--- config.mk ---
export PLATFORM = sky130hd
export DESIGN_NAME = lz77_ram
export DESIGN_NICKNAME = d
export VERILOG_FILES = /design/src/sv/lz77_ram.sv
export SDC_FILE = /design/constraint.sdc
export NUM_CORES = 2
export LEC_CHECK = 0
export BUFFER_PORTS_ARGS = -buffer_cell sky130_fd_sc_hd__buf_2
export CAP_MARGIN = 20
export CELL_PAD_IN_SITES_DETAIL_PLACEMENT = 1
export CELL_PAD_IN_SITES_GLOBAL_PLACEMENT = 2
export CORE_MARGIN = 4
export CORE_UTILIZATION = 46
export DETAILED_ROUTE_END_ITERATION = 7
export GPL_ROUTABILITY_DRIVEN = 0
export PLACE_DENSITY_LB_ADDON = 0.1
export SLEW_MARGIN = 40
export SYNTH_ARGS = -nofsm -noshare
export SYNTH_HDL_FRONTEND = slang
export SYNTH_SLANG_ARGS = --single-unit
export TNS_END_PERCENT = 20
--- constraint.sdc ---
create_clock -name clk_i -period 2.3 [get_ports clk_i]
set_clock_uncertainty 0.15 [all_clocks]
set_input_delay 0.23 -clock clk_i [delete_from_list [all_inputs] [get_ports clk_i]]
set_output_delay 0.23 -clock clk_i [all_outputs]
set_load 0.01 [all_outputs]
--- src/sv/lz77_ram.sv ---
// generic simple dual-port ram with one write port and a registered read port
module lz77_ram #(
  parameter int Width = 8,
  parameter int Depth = 256
) (
  input  logic                     clk_i,
  input  logic                     we_i,
  input  logic [$clog2(Depth)-1:0] waddr_i,
  input  logic [Width-1:0]         wdata_i,
  input  logic                     re_i,
  input  logic [$clog2(Depth)-1:0] raddr_i,
  output logic [Width-1:0]         rdata_o
);

  logic [Width-1:0] mem_q [Depth];
  logic [Width-1:0] rdata_q;

  always_ff @(posedge clk_i) begin
    if (we_i) begin
      mem_q[waddr_i] <= wdata_i;
    end
    if (re_i) begin
      rdata_q <= mem_q[raddr_i];
    end
  end

  assign rdata_o = rdata_q;

endmodule

; Word level (Yosys, flattened, before mapping)
; Memory sizes are Yosys's and may differ from the RTL's. A register that Yosys moved wholly into a read port is not among the register bits.
; Index checks and enable logic that the tools add are counted.
[classes]
addsub = 0
mul = 0
div_mod_pow = 0
magnitude_cmp = 0
n_eq_ne = 0
n_shift = 0
muxes = 2
bitwise_logic = 0
n_reduce_logical = 0
[ops]
columns = operator, n
row1 = $mux 1, 2
[word_totals]
regBits = 0
latch_bits = 0
mem_bits_rw = 2048
romBits = 0
in_bits = 27
output_inout_bits = 8
wordCells = 3
mem_count = 1
[memory_table]
columns = memory, depth, width, rd, rd_ports_with_merged_regs, write_ports, line_no
row1 = mem_q, 256, 8, 1, 1, 1, 15  ; logic [Width-1:0] mem_q [Depth];

; Logic depth before layout (Yosys ltp)
[depth]
depth_word = 2
ltp_mapped = 11
depth_no_buf = 6

; Worst setup path after synthesis
; No wires, ideal clock.
[synth_path]
kind = input-to-reg
startpoint = in raddr_i[0]
endpoint = reg rdata_q[2] (netlist: rdata_o[2]) (read register of mem_q), data pin
setup_time_ns = 0.269
t_arrival_ns = 2.037
required_ns = 1.881
slack_ns = -0.156
path_stages = 9
cell_sequence = buf_6 -> buf_12 -> buf_8 -> buf_2 -> mux4_2 -> a22oi_1 -> a21oi_1 -> nor4_1 -> nor4_2
[synth_lines]
columns = item, line_no
row1 = from (decl), 11  ; input logic [$clog2(Depth)-1:0] raddr_i,
row2 = to (decl), 16  ; logic [Width-1:0] rdata_q;

==> metrics list <==
- Wire length per cell after detailed routing: between 30 and 40 µm
- The number of global-route vias before repair was 44,300.
- For the finished layout, the period the worst path requires is roughly 2600 ps.
- Net Switching: approximately 17 mW
- The core region is approximately 170,000 µm².
- At the worst endpoint, the required time is 2730 ps.
* Buffer levels on the longest clock path: 3
* Worst Setup End Kind: register
- The die covers approximately 180,000 µm².
- In the routed design, unresolved DRC markers number 0.
- Overall global routing resource usage: between 20% and 30%
* Power share of the sequential group: between 50% and 60%
- DRT Wirelength: about 230,000 µm
- The path class of the tightest hold or removal check is primary input to register.
- Post-DR vias/cell: between 5 and 6
- The floorplan step set the die height to 424 µm.
- Initial antenna violation count: 14
- Final worst-path cycle share: 112%
* Sw Share: between 20% and 30%
* Overall power of the completed layout: 79.8 mW
- Cell count after synthesis: ~3,700
- The clock reaches the later pin of the worst-skew pair after approximately 840 ps.
- Static leakage power: 31.0 nW
- The initial utilization of the core area, before any placement, comes to 46.3%.
- TritonCTS clock tree: done
* H-tree level count: 4
* Sequential share of the synthesized area: slightly below 80%
- Max Fclk: 390 MHz
- The number of buffers and inverters on the critical path is 2.
- On the worst path, the slowest cell contributes a delay of 490 ps.
- Final-layout fill cell count: 15,000
- Dividing total power by cell area gives a power density of around 840 nW/µm².
- Before CTS, the worst setup slack after placement is -1400 ps.
- Setup repair after global routing could not meet its margin everywhere.
* Slew HR: 41.0%
- Setup violations, final: 10
* Area growth syn-to-layout: 20.0%
* Max Cap Violations: 0
- Avg Inst Size Synth: ~21 µm²
- Violated checks: setup timing
- The number of different library cells used by synthesis comes to 54.
* Number of vias after detailed routing: around 41,000
* Worst setup slack after layout: -267 ps
- Most common cell after layout, fill and taps aside: edfxtp_1
* Site row count: ~150
- The count of nets left with antenna violations once routing finished came out at 0.
- After clock tree synthesis, the clock-pin slew on the worst setup and hold paths is about 60 ps.
- The number of slew-limit violations in the final report was 0.
* Half-perimeter wire length of the detailed placement result: between 150,000 and 200,000 µm
- Number of detailed-route iterations in the first pass: 6
- Yosys synthesis warning count: 0
- Internal power comes to 62.7 mW.
- The first global-routing pass estimated around 330,000 µm of wire.
- Master cell of the clock root buffer: clkbuf_16
* Status: finished, violations left
- Arrival time at the worst endpoint: approximately 3000 ps
- Largest net degree at the start of global routing: between 100 and 150
* Largest fanout on the critical path: 1
* Worst path slowest cell: mux4_2
- The worst setup path is launched from a register.
- Final core utilization: a little under three fifths
* Proportion of power drawn by combinational gates: ~6%
- Worst setup path class: register to register
- Flip-flop and latch count after synthesis: just over 2,000
- The synthesized netlist occupies a cell area of 79,600 µm².
- Kind of cell with the highest combined delay on the critical path: simple AND/OR/NAND/NOR gates
* Quantity of I/O buffers inserted on ports: 34
- The number of hold violations in the final report came to 0.
* Number of nets in the layout: approximately 4,500
- Global route overflow: 0
- Worst-case vdd ir drop: roughly 0.84 mV
- Iteration-0 DRC count of the detailed router: about 4,700
- Fraction of final layout cells with drive strength greater than 1: a little over a third
* Crit-path cells: mux4_2, nor2b_1, a211oi_1, buf_4, nor3_1, nor4_1, buf_4, nor4_1
- Clk network pwr share: between 40% and 50%
* Count of pins on the block boundary: 35
* Sinks on the clock net: between 2,000 and 2,500
- Worst slew pin tran: between 800 and 900 ps
* Commonest cells after routing, fill and taps aside: 2,056 x edfxtp_1, 647 x buf_4, 455 x mux4_2, 260 x nor2_1, 216 x clkbuf_16
- Horizontal die dimension: approximately 420 µm
- Number of nets produced by synthesis: 3,760
* CTS buffer count: about 210
through the flow:
step                cells  setup TNS, ps  instance area (µm²)  hold slack (ps)
floorplan            3733           -242                79900              179
global placement     6582         -22840                88100              370
detailed placement   6584         -30060                88200              370
CTS                  6980          -2040                95300             4.16
global route         6984          -2180                95500             66.8
finish               6985          -1650                95500              103
synth_stat cells, drive strengths merged:
master   instances  share of area [%]
a2111oi          5              0.066
o32ai            5              0.064
a22oi          133                1.3
a22o             8              0.088
a31oi            2              0.016
a311oi           2              0.022
o21ai           12              0.075
o311ai           1              0.011
mux2i          134                1.7
a21oi           96               0.60
o221ai          47               0.52
or3b             1              0.011
clkinv           1             0.0047
mux4           456                 13
mux2             1              0.014
or2              4              0.031
and3b            2              0.022
nand3           34               0.21
o211ai          10              0.094
nor2b           31               0.24
or2b             1             0.0094
o22a             5              0.055
nand2           33               0.16
and3             1             0.0079
nand4           10              0.079
a211oi          16               0.15
nor2           282                1.3
inv              1             0.0047
a221oi          14               0.16
nor3            22               0.14
buf            122                1.3
o22ai           28               0.22
nor4b            1              0.011
nand3b           2              0.019
clkbuf         111               0.52
and2             6              0.047
edfxtp        2056                 78
nor4            27               0.24
a21boi           1             0.0094
nor3b            1             0.0094
nand2b           8              0.063
worst reg2reg max path, stage by stage, from the launching register on:
cell and delay (ps):
edfxtp_1 370, mux4_2 490, nor2b_1 160, a211oi_1 280, buf_4 180, nor3_1 90
nor4_1 380, buf_4 180, nor4_1 40
final cells by class:
type                    count  area, µm²  area share, %
clock buffers             252       5540           5.80
well taps                2310       2890           3.03
repair buffers            789       7130           7.46
diodes                      3       7.51        0.00786
flip-flops and latches   2056      61700           64.6
multi-input cells        1442      17000           17.8
clock inverters           131       1230           1.29
inverters                   2       7.51        0.00786
layer usage:
metal	global-route usage, %	vias to the layer above	wire, µm
met5	0	-	30
met4	6.99	4	6140
met3	4.11	295	13900
met2	42.8	1385	114000
met1	35.5	22400	93900
li1	-	17200	-
logic make-up after synthesis:
logic type,share of synthesized area [%]
muxes,14.6
and+or+nand+nor,2.63
DFF,77.5
AOI/OAI and AO/OA,3.42
buffers and inverters,1.83
what timing repair did:
action / in CTS / in global routing
endpoints found under the hold margin: 1430 / 8
gates resized for setup: 41 / 29
pin swaps: 11 / 14
buffers inserted: 0 / 0
endpoints found under the setup margin: 8 / 8
hold buffers: 14 / 2
flip-flops by register name, indices dropped and copies added (netlist names):
register	cells
mem_q	2048
rdata_o	8
worst paths after layout:
kind | slack, ps | to | from | cells past startpoint
setup / recovery | -270 | rdata_o[1] | mem_q[100][1] | 8
hold / removal | 100 | mem_q[185][4] | wdata_i[4] | 2
setup reg to reg | -270 | rdata_o[1] | mem_q[100][1] | 8
hold reg to reg | 1040 | rdata_o[3] | mem_q[41][3] | 7
power groups by stage:
stage	sequential, mW	clock (mW)	combinational [mW]
after floorplan	42.2	0	2.07
after global placement	42.2	0	4.53
after detailed placement	42.2	0	4.66
after CTS	41.4	34.5	4.76
after global routing	41.4	36.2	5.01
final	41.4	33.7	4.75
(Power assumes the default switching activity.)
